--- src/hdl/vgce_pkg.sv ---
`timescale 1ns / 1ps
package vgce_pkg;

    localparam int DEF_SCREEN_WIDTH  = 512;
    localparam int DEF_SCREEN_HEIGHT = 256;

    typedef enum logic [1:0] {
        ACC_WRITE = 2'd0,
        ACC_READ  = 2'd1,
        ACC_TICK  = 2'd2,
        ACC_VSYNC = 2'd3
    } t_access;

    typedef enum logic [1:0] {
        RES_READ  = 2'd0,
        RES_PIXEL = 2'd1,
        RES_CLEAR = 2'd2
    } t_result;

    localparam logic [4:0] ADDR_CMD   = 5'd0;
    localparam logic [4:0] ADDR_CTRL1 = 5'd1;
    localparam logic [4:0] ADDR_CTRL2 = 5'd2;
    localparam logic [4:0] ADDR_CSIZE = 5'd3;
    localparam logic [4:0] ADDR_DX    = 5'd5;
    localparam logic [4:0] ADDR_DY    = 5'd7;
    localparam logic [4:0] ADDR_XH    = 5'd8;
    localparam logic [4:0] ADDR_XL    = 5'd9;
    localparam logic [4:0] ADDR_YH    = 5'd10;
    localparam logic [4:0] ADDR_YL    = 5'd11;
    localparam logic [4:0] ADDR_PAGE  = 5'd16;

    typedef enum logic [2:0] {
        WM_IDLE   = 3'd0,
        WM_XMAJ_UP = 3'd1,
        WM_XMAJ_DN = 3'd2,
        WM_YMAJ_UP = 3'd3,
        WM_YMAJ_DN = 3'd4
    } t_walk_mode;

    localparam logic [7:0]  STATUS_RESET = 8'h04;
    localparam logic [7:0]  CSIZE_RESET  = 8'h11;
    localparam logic [15:0] MASK_START   = 16'h8000;

    // Line start request from the command decoder to the walker.
    typedef struct packed {
        logic        start;
        logic [15:0] sx;
        logic [15:0] sy;
        logic [8:0]  dx;
        logic [8:0]  dy;
        logic        up;
    } t_walk_req;

    typedef struct packed {
        logic       valid;
        t_result    kind;
        logic [7:0] value;
        logic [8:0] x;
        logic [7:0] y;
        logic       ink;
        logic [1:0] page;
    } t_result_word;

    function automatic logic [15:0] style_pattern(input logic [1:0] sel);
        case (sel)
            2'd0:    style_pattern = 16'hFFFF;
            2'd1:    style_pattern = 16'hCCCC;
            2'd2:    style_pattern = 16'hF0F0;
            default: style_pattern = 16'hFFCC;
        endcase
    endfunction

endpackage

--- src/hdl/vector_graphics_command_engine.sv ---
`timescale 1ns / 1ps
// Channel | direction | handshake
// in      | input     | i_valid / o_stall  (access_kind, reg_addr, write_data)
// out     | output    | o_valid / i_stall  (result_kind .. pixel_page)
// One word is taken per cycle while o_stall is low; each result appears in the cycle after its input word.
// The output register is the only holding stage: input stalls only while it holds
// an untaken result and the downstream side stalls.
// Reset (i_rst_n low, synchronous) restores all registers of this module and idles the walker.
module vector_graphics_command_engine
    import vgce_pkg::*;
#(
    parameter int SCREEN_WIDTH  = DEF_SCREEN_WIDTH,
    parameter int SCREEN_HEIGHT = DEF_SCREEN_HEIGHT
) (
    input  logic       i_clk,
    input  logic       i_rst_n,
    input  logic       i_valid,
    output logic       o_stall,
    input  logic [1:0] i_access_kind,
    input  logic [4:0] i_reg_addr,
    input  logic [7:0] i_write_data,
    output logic       o_valid,
    input  logic       i_stall,
    output logic [1:0] o_result_kind,
    output logic [7:0] o_read_value,
    output logic [8:0] o_pixel_x,
    output logic [7:0] o_pixel_y,
    output logic       o_pixel_ink,
    output logic [1:0] o_pixel_page
);
    logic [7:0]  r_status, r_ctrl1, r_ctrl2, r_csize, r_dx, r_dy, r_page;
    logic [15:0] r_pen_x, r_pen_y;
    logic [7:0]  n_status, n_ctrl1, n_ctrl2, n_csize, n_dx, n_dy, n_page;
    logic [15:0] n_pen_x, n_pen_y;
    t_result_word r_out, n_out;
    t_walk_req    req;

    logic        acc, busy, done, w_emit, w_ink, wr, is_tick;
    logic [8:0]  w_x;
    logic [7:0]  w_y;
    t_access     kind;

    assign o_stall = r_out.valid && i_stall;
    assign acc     = i_valid && !o_stall;
    assign kind    = t_access'(i_access_kind);
    assign wr      = acc && (kind == ACC_WRITE) && !busy;
    assign is_tick = acc && (kind == ACC_TICK);

    vgce_walker #(.SCREEN_WIDTH(SCREEN_WIDTH), .SCREEN_HEIGHT(SCREEN_HEIGHT)) u_walker (
        .i_clk(i_clk), .i_rst_n(i_rst_n), .i_req(req), .i_tick(is_tick),
        .i_style(r_ctrl2[1:0]), .i_pen_ink(r_ctrl1[1]),
        .o_busy(busy), .o_done(done), .o_emit(w_emit),
        .o_x(w_x), .o_y(w_y), .o_ink(w_ink)
    );

    // Line helper: sign of x/y step (-1,0,+1) and magnitudes.
    logic        ln_go, ln_v;
    logic [1:0]  ln_sx, ln_sy;   // 0 none, 1 plus, 2 minus
    logic [7:0]  ln_ddx, ln_ddy;
    logic [15:0] ex, ey;
    logic [2:0]  dir;
    logic [4:0]  cw;
    logic [7:0]  adv;

    assign dir = i_write_data[2:0];
    assign cw  = (r_csize[7:4] == 4'd0) ? 5'd16 : {1'b0, r_csize[7:4]};
    assign adv = {3'd0, cw} * 8'd6;

    always_comb begin
        ln_go = 1'b0; ln_v = 1'b0; ln_sx = 2'd0; ln_sy = 2'd0;
        ln_ddx = r_dx; ln_ddy = r_dy;
        if (i_write_data[7]) begin
            ln_go = 1'b1;
            ln_ddx = {6'd0, i_write_data[6:5]};
            ln_ddy = {6'd0, i_write_data[4:3]};
            case (dir)
                3'd0: begin ln_sx = 2'd1; ln_sy = 2'd0; end
                3'd1: begin ln_sx = 2'd1; ln_sy = 2'd1; end
                3'd2: begin ln_sx = 2'd0; ln_sy = 2'd1; end
                3'd3: begin ln_sx = 2'd2; ln_sy = 2'd1; end
                3'd4: begin ln_sx = 2'd0; ln_sy = 2'd2; end
                3'd5: begin ln_sx = 2'd1; ln_sy = 2'd2; end
                3'd6: begin ln_sx = 2'd2; ln_sy = 2'd0; end
                default: begin ln_sx = 2'd2; ln_sy = 2'd2; end
            endcase
        end else begin
            case (i_write_data)
                8'd16: begin ln_go = 1'b1; ln_sx = 2'd1; end
                8'd17: begin ln_go = 1'b1; ln_sx = 2'd1; ln_sy = 2'd1; end
                8'd18: begin ln_go = 1'b1; ln_v = 1'b1; ln_sy = 2'd1; end
                8'd19: begin ln_go = 1'b1; ln_sx = 2'd2; ln_sy = 2'd1; end
                8'd20: begin ln_go = 1'b1; ln_v = 1'b1; ln_sy = 2'd2; end
                8'd21: begin ln_go = 1'b1; ln_sx = 2'd1; ln_sy = 2'd2; end
                8'd22: begin ln_go = 1'b1; ln_sx = 2'd2; end
                8'd23: begin ln_go = 1'b1; ln_sx = 2'd2; ln_sy = 2'd2; end
                default: ;
            endcase
        end
    end

    always_comb begin
        logic [8:0] ldx, ldy;
        logic       swap, dpos, dneg;
        ex = (ln_sx == 2'd1) ? r_pen_x + {8'd0, ln_ddx} :
             (ln_sx == 2'd2) ? r_pen_x - {8'd0, ln_ddx} : r_pen_x;
        ey = (ln_sy == 2'd1) ? r_pen_y + {8'd0, ln_ddy} :
             (ln_sy == 2'd2) ? r_pen_y - {8'd0, ln_ddy} : r_pen_y;
        ldx = (ln_sx != 2'd0) ? {1'b0, ln_ddx} : 9'd0;
        ldy = (ln_sy != 2'd0) ? {1'b0, ln_ddy} : 9'd0;
        swap = (ln_sx == 2'd2) && (ldx != 9'd0);
        dpos = (ldy != 9'd0) && (ln_sy == 2'd1);
        dneg = (ldy != 9'd0) && (ln_sy == 2'd2);
        req = '0;
        req.start = wr && (i_reg_addr == ADDR_CMD) && ln_go && r_ctrl1[0];
        if (ln_v) begin
            req.sx = r_pen_x;
            req.sy = (ln_sy == 2'd1) ? ey : r_pen_y;
            req.dx = 9'd0;
            req.dy = {1'b0, ln_ddy};
            req.up = 1'b0;
        end else begin
            req.sx = swap ? ex : r_pen_x;
            req.sy = swap ? ey : r_pen_y;
            req.dx = ldx;
            req.dy = ldy;
            req.up = swap ? dneg : dpos;
        end
    end

    always_comb begin
        n_status = r_status; n_ctrl1 = r_ctrl1; n_ctrl2 = r_ctrl2; n_csize = r_csize;
        n_dx = r_dx; n_dy = r_dy; n_page = r_page; n_pen_x = r_pen_x; n_pen_y = r_pen_y;
        n_out = r_out;
        if (!o_stall) n_out.valid = 1'b0;
        if (req.start) n_status[2] = 1'b0;
        if (done) n_status[2] = 1'b1;
        if (acc) begin
            case (kind)
                ACC_READ: begin
                    n_out = '0;
                    n_out.valid = 1'b1;
                    n_out.kind  = RES_READ;
                    case (i_reg_addr)
                        ADDR_CMD:   n_out.value = r_status;
                        ADDR_CTRL1: n_out.value = r_ctrl1;
                        ADDR_CTRL2: n_out.value = r_ctrl2;
                        ADDR_CSIZE: n_out.value = r_csize;
                        ADDR_DX:    n_out.value = r_dx;
                        ADDR_DY:    n_out.value = r_dy;
                        ADDR_XH:    n_out.value = r_pen_x[15:8];
                        ADDR_XL:    n_out.value = r_pen_x[7:0];
                        ADDR_YH:    n_out.value = r_pen_y[15:8];
                        ADDR_YL:    n_out.value = r_pen_y[7:0];
                        ADDR_PAGE:  n_out.value = r_page;
                        default:    n_out.value = 8'd0;
                    endcase
                end
                ACC_TICK: begin
                    if (w_emit) begin
                        n_out = '0;
                        n_out.valid = 1'b1;
                        n_out.kind  = RES_PIXEL;
                        n_out.x = w_x; n_out.y = w_y; n_out.ink = w_ink;
                        n_out.page = r_page[7:6];
                    end
                end
                ACC_VSYNC: n_status[1] = i_write_data[0];
                default: begin
                    if (!busy) begin
                        case (i_reg_addr)
                            ADDR_CMD: begin
                                if (ln_go) begin
                                    n_pen_x = ln_v ? r_pen_x : ex;
                                    n_pen_y = ey;
                                end else if ((i_write_data[6:5] != 2'd0) ||
                                             (i_write_data == 8'd10)) begin
                                    if (r_ctrl2[3]) n_pen_y = r_pen_y + {8'd0, adv};
                                    else n_pen_x = r_pen_x + {8'd0, adv};
                                end else begin
                                    case (i_write_data)
                                        8'd0: n_ctrl1[1] = 1'b1;
                                        8'd1: n_ctrl1[1] = 1'b0;
                                        8'd2: n_ctrl1[0] = 1'b1;
                                        8'd3: n_ctrl1[0] = 1'b0;
                                        8'd5: begin n_pen_x = '0; n_pen_y = '0; end
                                        8'd13: n_pen_x = '0;
                                        8'd14: n_pen_y = '0;
                                        default: ;
                                    endcase
                                    if (i_write_data == 8'd4 || i_write_data == 8'd6 ||
                                        i_write_data == 8'd7) begin
                                        n_out = '0;
                                        n_out.valid = 1'b1;
                                        n_out.kind  = RES_CLEAR;
                                        n_out.page  = r_page[7:6];
                                    end
                                    if (i_write_data == 8'd6) begin
                                        n_pen_x = '0; n_pen_y = '0;
                                    end
                                    if (i_write_data == 8'd7) begin
                                        n_pen_x = '0; n_pen_y = '0;
                                        n_csize = CSIZE_RESET; n_ctrl1 = '0;
                                        n_status = STATUS_RESET;
                                    end
                                end
                            end
                            ADDR_CTRL1: n_ctrl1 = i_write_data;
                            ADDR_CTRL2: n_ctrl2 = i_write_data;
                            ADDR_CSIZE: n_csize = i_write_data;
                            ADDR_DX:    n_dx = i_write_data;
                            ADDR_DY:    n_dy = i_write_data;
                            ADDR_XH:    n_pen_x[15:8] = i_write_data;
                            ADDR_XL:    n_pen_x[7:0] = i_write_data;
                            ADDR_YH:    n_pen_y[15:8] = i_write_data;
                            ADDR_YL:    n_pen_y[7:0] = i_write_data;
                            ADDR_PAGE:  n_page = i_write_data;
                            default: ;
                        endcase
                    end
                end
            endcase
        end
    end

    always_ff @(posedge i_clk) begin
        if (!i_rst_n) begin
            r_status <= STATUS_RESET; r_ctrl1 <= '0; r_ctrl2 <= '0;
            r_csize <= CSIZE_RESET; r_dx <= '0; r_dy <= '0; r_page <= '0;
            r_pen_x <= '0; r_pen_y <= '0;
            r_out <= '0;
        end else begin
            r_status <= n_status; r_ctrl1 <= n_ctrl1; r_ctrl2 <= n_ctrl2;
            r_csize <= n_csize; r_dx <= n_dx; r_dy <= n_dy; r_page <= n_page;
            r_pen_x <= n_pen_x; r_pen_y <= n_pen_y;
            r_out <= n_out;
        end
    end

    assign o_valid       = r_out.valid;
    assign o_result_kind = r_out.kind;
    assign o_read_value  = r_out.value;
    assign o_pixel_x     = r_out.x;
    assign o_pixel_y     = r_out.y;
    assign o_pixel_ink   = r_out.ink;
    assign o_pixel_page  = r_out.page;
endmodule

--- src/hdl/vgce_walker.sv ---
`timescale 1ns / 1ps
module vgce_walker
    import vgce_pkg::*;
#(
    parameter int SCREEN_WIDTH  = DEF_SCREEN_WIDTH,
    parameter int SCREEN_HEIGHT = DEF_SCREEN_HEIGHT
) (
    input  logic       i_clk,
    input  logic       i_rst_n,
    input  t_walk_req  i_req,
    input  logic       i_tick,
    input  logic [1:0] i_style,
    input  logic       i_pen_ink,
    output logic       o_busy,
    output logic       o_done,
    output logic       o_emit,
    output logic [8:0] o_x,
    output logic [7:0] o_y,
    output logic       o_ink
);
    localparam logic [16:0] W_LIM = 17'(SCREEN_WIDTH);
    localparam logic [16:0] H_LIM = 17'(SCREEN_HEIGHT);
    localparam logic [15:0] H_TOP = 16'(SCREEN_HEIGHT - 1);

    t_walk_mode  r_mode, n_mode;
    logic [15:0] r_x, n_x, r_y, n_y;
    logic [8:0]  r_end, n_end, r_dx, n_dx, r_dy, n_dy;
    logic signed [11:0] r_err, n_err;
    logic [15:0] r_mask, n_mask;

    logic        xmaj, up, on_style;
    logic [15:0] y_step;

    assign o_busy = (r_mode != WM_IDLE);
    assign xmaj   = (r_mode == WM_XMAJ_UP) || (r_mode == WM_XMAJ_DN);
    assign up     = (r_mode == WM_XMAJ_UP) || (r_mode == WM_YMAJ_UP);
    assign y_step = up ? r_y + 16'd1 : r_y - 16'd1;
    assign on_style = |(style_pattern(i_style) & r_mask);
    assign o_ink  = on_style ? i_pen_ink : ~i_pen_ink;
    assign o_done = i_tick && o_busy && (r_end == 9'd0);
    assign o_emit = i_tick && o_busy && ({1'b0, r_x} < W_LIM) && ({1'b0, r_y} < H_LIM);
    assign o_x    = r_x[8:0];
    assign o_y    = 8'(H_TOP - r_y);

    always_comb begin
        n_mode = r_mode; n_x = r_x; n_y = r_y; n_end = r_end;
        n_dx = r_dx; n_dy = r_dy; n_err = r_err; n_mask = r_mask;
        if (i_req.start) begin
            n_x = i_req.sx; n_y = i_req.sy;
            n_dx = i_req.dx; n_dy = i_req.dy;
            n_mask = MASK_START;
            if (i_req.dx > i_req.dy) begin
                n_mode = i_req.up ? WM_XMAJ_UP : WM_XMAJ_DN;
                n_err = 12'(({3'b0, i_req.dy} << 1)) - 12'({3'b0, i_req.dx});
                n_end = i_req.dx;
            end else begin
                n_mode = i_req.up ? WM_YMAJ_UP : WM_YMAJ_DN;
                n_err = 12'(({3'b0, i_req.dx} << 1)) - 12'({3'b0, i_req.dy});
                n_end = i_req.dy;
            end
        end else if (i_tick && o_busy) begin
            n_mask = (r_mask == 16'd1) ? MASK_START : (r_mask >> 1);
            if (r_end == 9'd0) begin
                n_mode = WM_IDLE;
            end else begin
                n_end = r_end - 9'd1;
                if (xmaj) begin
                    n_x = r_x + 16'd1;
                    if (r_err[11]) begin
                        n_err = r_err + 12'({r_dy, 1'b0});
                    end else begin
                        n_y = y_step;
                        n_err = r_err + 12'({r_dy, 1'b0}) - 12'({r_dx, 1'b0});
                    end
                end else begin
                    n_y = y_step;
                    if (r_err[11]) begin
                        n_err = r_err + 12'({r_dx, 1'b0});
                    end else begin
                        n_x = r_x + 16'd1;
                        n_err = r_err + 12'({r_dx, 1'b0}) - 12'({r_dy, 1'b0});
                    end
                end
            end
        end
    end

    always_ff @(posedge i_clk) begin
        if (!i_rst_n) begin
            r_mode <= WM_IDLE;
            r_mask <= MASK_START;
        end else begin
            r_mode <= n_mode;
            r_mask <= n_mask;
        end
        r_x <= n_x; r_y <= n_y; r_end <= n_end;
        r_dx <= n_dx; r_dy <= n_dy; r_err <= n_err;
    end
endmodule

--- config.mk ---
export PLATFORM = sky130hd
export DESIGN_NAME = vector_graphics_command_engine
export DESIGN_NICKNAME = d
export VERILOG_FILES = /design/src/hdl/vgce_pkg.sv /design/src/hdl/vector_graphics_command_engine.sv /design/src/hdl/vgce_walker.sv
export SDC_FILE = /design/constraint.sdc
export NUM_CORES = 1
export LEC_CHECK = 0
export ABC_AREA = 1
export ABC_CLOCK_PERIOD_IN_PS = 7000
export BUFFER_PORTS_ARGS = -buffer_cell sky130_fd_sc_hd__buf_4
export CORE_AREA = 8 8 179 350
export DETAILED_ROUTE_END_ITERATION = 6
export DIE_AREA = 0 0 187 358
export PLACE_DENSITY = 0.52
export SLEW_MARGIN = 20
export SYNTH_ARGS = -nofsm -noshare
export SYNTH_HDL_FRONTEND = slang
export SYNTH_SLANG_ARGS = --single-unit
--- constraint.sdc ---
create_clock -name i_clk -period 7 [get_ports i_clk]
set_input_delay 1.75 -clock i_clk [delete_from_list [all_inputs] [get_ports i_clk]]
set_output_delay 1.75 -clock i_clk [all_outputs]
set_load 0.005 [all_outputs]
==> impl_metrics.py <==
metrics = {
    "run": {
        "maxCapViolCount": 0,
    },
    "setup_path": {
        "path_common_cell": "nand2_1",
        "rr_startpoint": "r_csize[6]",
        "setup.worst_path.class": "in -> reg",
        "crit_required_ns": 7.23,
        "crit_path_end_kind": "register",
        "worst_setup_path_start_kind": "primary input",
        "r2r_end": "r_pen_x[13]",
        "rr_worst_depth": 19,
        "regToRegSetupSlack_ns": 2.87,
        "worst_path_largest_cell_delay_ns": 0.40,
        "cp_slowest_cell": "fa_1",
        "critical_path_arrival_ns": 5.15,
        "crit_chain": "buf_4 > inv_1 > nand2_1 > o21ai_0 > inv_1 > ha_1 > inv_1 > fa_1 > or2_2 > o21ai_1 > nand3_1 > nand2_1 > nand2_1 > nand2_1 > nand2_1 > o22ai_1 > nand2_1 > o21ai_0 > nand2_1 > a21oi_1 > a21oi_1",
        "path_max_fanout": 11,
    },
    "worst_hold_path": {
        "hold_path_end": "o_pixel_y[4]",
        "hold_class": "reg -> reg",
        "hp-start": "o_pixel_y[4]",
        "whs_path_depth": 2,
    },
    "route": {
        "routed_via_density": 5.411,
        "drc": 0,
        "routedWlPerCell_um": 21.99,
        "ant_nets": 0,
        "first_iter_violations": 1279,
        "num_vias": 18130,
        "drtPass1Iterations": 6,
        "routed_wl_um": 73670,
    },
    "die": {
        "design.die.area_um2": 66950,
        "die_x_um": 187,
        "start_util": 0.2966,
        "io_pins": 51,
        "fp.dieH_um": 358,
        "coreArea_um2": 58020,
        "row_count": 125,
    },
    "power": {
        "ir_worst_vdd_mv": 0.1873,
        "total_power_mw": 2.651,
        "power_density_nw_per_um2": 140.0,
        "power_leakage_nw": 8.470,
    },
    "yosys": {
        "avgSynthCellArea_um2": 6.671,
        "synth_top_flop_cell": "dfxtp_1",
        "synth_edf_count": 68,
        "ys_ff_latch": 200,
        "synth_cells": 2580,
        "synthesis.area_um2": 17210,
        "synth_cell_types": 63,
        "yosys_warnings": 0,
        "synth_nets": 2731,
        "async_reset_ff_frac": 0,
        "yosysSeqAreaShare": 0.2722,
    },
    "clock_tree": {
        "clk_path_buf_depth": 2,
        "cts.sinks": 200,
        "cts_hold_buf": 0,
        "cts_tree": "built",
        "numCtsBuffers": 17,
        "cts-root-buf": "clkbuf_16",
        "clk_pin_slew_worst_paths_ns": 0.08,
        "post_cts_buffers": 0,
        "cts_resized": 0,
        "cts_htree_levels": 4,
        "clk_latency_ns": 0.49,
    },
    "global_route": {
        "grt_pass1_vias": 18320,
        "grt_max_degree": 75,
        "grt_remaining_overflow": 0,
        "antenna_found_initial": 1,
        "track_usage": 0.2167,
        "grt_pass1_wl_um": 110300,
    },
    "sta": {
        "hold_viol": 0,
        "worst_slew_pin_slew_ns": 1.007,
        "slew_violations": 0,
        "period_needed_ns": 4.917,
        "setup_viol": 0,
        "setup-tns-final_ns": 0,
        "timing.final.crit_share": 0.7024,
        "skew_ns": 0.02149,
        "relSlewSlack": 0.3284,
        "rsz0062_at_grt": "no",
        "whs_ns": 0.4681,
        "max_freq_mhz": 203.4,
    },
    "final_layout": {
        "layout.nets": 2725,
        "final_util": 0.3264,
        "drive_gt1_frac": 0.06997,
        "area_growth_pct": 10.05,
        "final_area_um2": 18940,
    },
    "placed_design": {
        "hpwl_um": 58520,
        "gp_congestion": 0.9890,
        "port_buffers": 50,
        "placed_area_um2": 18290,
    },
    "status": {
        "status": "complete, no violations",
    },
}
final cells by class:
cell class	count	area [um2]
clock inverter	15	217.7
inverter	346	1299
clock buffer	17	425.4
sequential	200	4684
multi-input combinational	1936	10810
tap	762	953.4
timing repair buffer	73	548.0
antenna	1	2.502
fill	6256	39080
report_power, final:
| part | total [mW] | internal [mW] | switching [mW] |
|---|---|---|---|
| Sequential | 1.20 | 1.19 | 0.00329 |
| Clock | 1.11 | 0.507 | 0.607 |
| Combinational | 0.339 | 0.0885 | 0.251 |
state kept, by name, indices dropped and copies added (netlist names), 9 cells and up:
signal / cells
r_pen_x: 16
r_pen_y: 16
u_walker.r_mask: 16
u_walker.r_x: 16
u_walker.r_y: 16
u_walker.r_err: 11
o_pixel_x: 9
u_walker.r_end: 9
through the flow:
step           std cells  worst slack [ns]
6_report            3350             2.083
2_1_floorplan       2580             1.651
3_5_place_dp        3317             1.659
5_1_grt             3349             1.795
3_3_place_gp        3317             1.708
4_1_cts             3349             2.165
Yosys cell counts (7+ instances only):
library cell	number	share of area
a21oi_1	277	0.081
a211oi_1	31	0.014
dfxtp_1	132	0.15
clkbuf_1	70	0.015
fa_1	12	0.014
nor2_2	11	0.0040
a221oi_1	23	0.012
nand3_1	162	0.047
inv_2	12	0.0026
o22ai_1	36	0.013
or2_2	19	0.0069
nor4_1	7	0.0025
a22oi_1	7	0.0031
a21o_1	7	0.0031
inv_1	325	0.071
buf_2	14	0.0041
o2111ai_1	10	0.0051
nor3_1	36	0.010
nand2_2	8	0.0029
o21ai_0	166	0.048
xnor2_1	16	0.0081
xor2_1	59	0.030
a31oi_1	14	0.0051
ha_1	120	0.087
clkinv_1	9	0.0020
nor2_1	172	0.038
o211ai_1	19	0.0083
o21ai_1	23	0.0067
edfxtp_1	68	0.12
nand2_1	600	0.13
nand4_1	34	0.012
or2_1	9	0.0033
cell usage in the layout (no fill, tap or decap), drive strengths merged, types with 10 or more instances in the layout:
| cell | instances |
|---|---|
| nand2 | 614 |
| inv | 348 |
| a21oi | 280 |
| o21ai | 189 |
| nor2 | 184 |
| nand3 | 164 |
| dfxtp | 132 |
| ha | 120 |
| buf | 73 |
| edfxtp | 68 |
| xor2 | 59 |
| nor3 | 38 |
| o22ai | 36 |
| nand4 | 34 |
| a211oi | 32 |
| or2 | 28 |
| a221oi | 23 |
| o211ai | 20 |
| clkbuf | 17 |
| xnor2 | 16 |
| a31oi | 15 |
| clkinv | 13 |
| fa | 12 |
| o2111ai | 10 |
routing by layer:
| layer | wire [um] | part of all wire | track usage |
|---|---|---|---|
| met1 | 24520 | 0.33 | 0.1977 |
| met4 | 6661 | 0.090 | 0.1882 |
| met2 | 39760 | 0.54 | 0.4192 |
| met5 | 17 | 0.00023 | 0 |
| met3 | 2715 | 0.037 | 0.02511 |
cells by family (layout without fill, tap and decap cells):
family	after synthesis	after routing	share of synthesized area
simple gates	1077	1077	0.2695
flops	200	200	0.2722
compound gates	652	652	0.2185
xor+xnor	75	75	0.03817
other cells	0	1	0
fa+ha+maj	132	132	0.1012
buf+inv	444	451	0.1005
critical path, delay by kind of cell:
family / cells / cell delay [ns]
buf+inv: 4 / 0.62
compound gates: 6 / 1.10
simple gates: 9 / 1.10
fa+ha+maj: 2 / 0.58
worst max path at each step:
stage	to	slack, ns	startpoint
after floorplan	u_walker.r_x[0]	1.65	i_access_kind[0]
after global placement	u_walker.r_y[12]	1.71	i_write_data[3]
after detailed placement	u_walker.r_y[12]	1.66	i_write_data[3]
after CTS	u_walker.r_y[12]	2.17	i_write_data[3]
after global routing	u_walker.r_y[12]	1.79	i_write_data[3]
final	u_walker.r_y[12]	2.08	i_write_data[3]
Note: power is estimated with default switching activity, not from simulation.
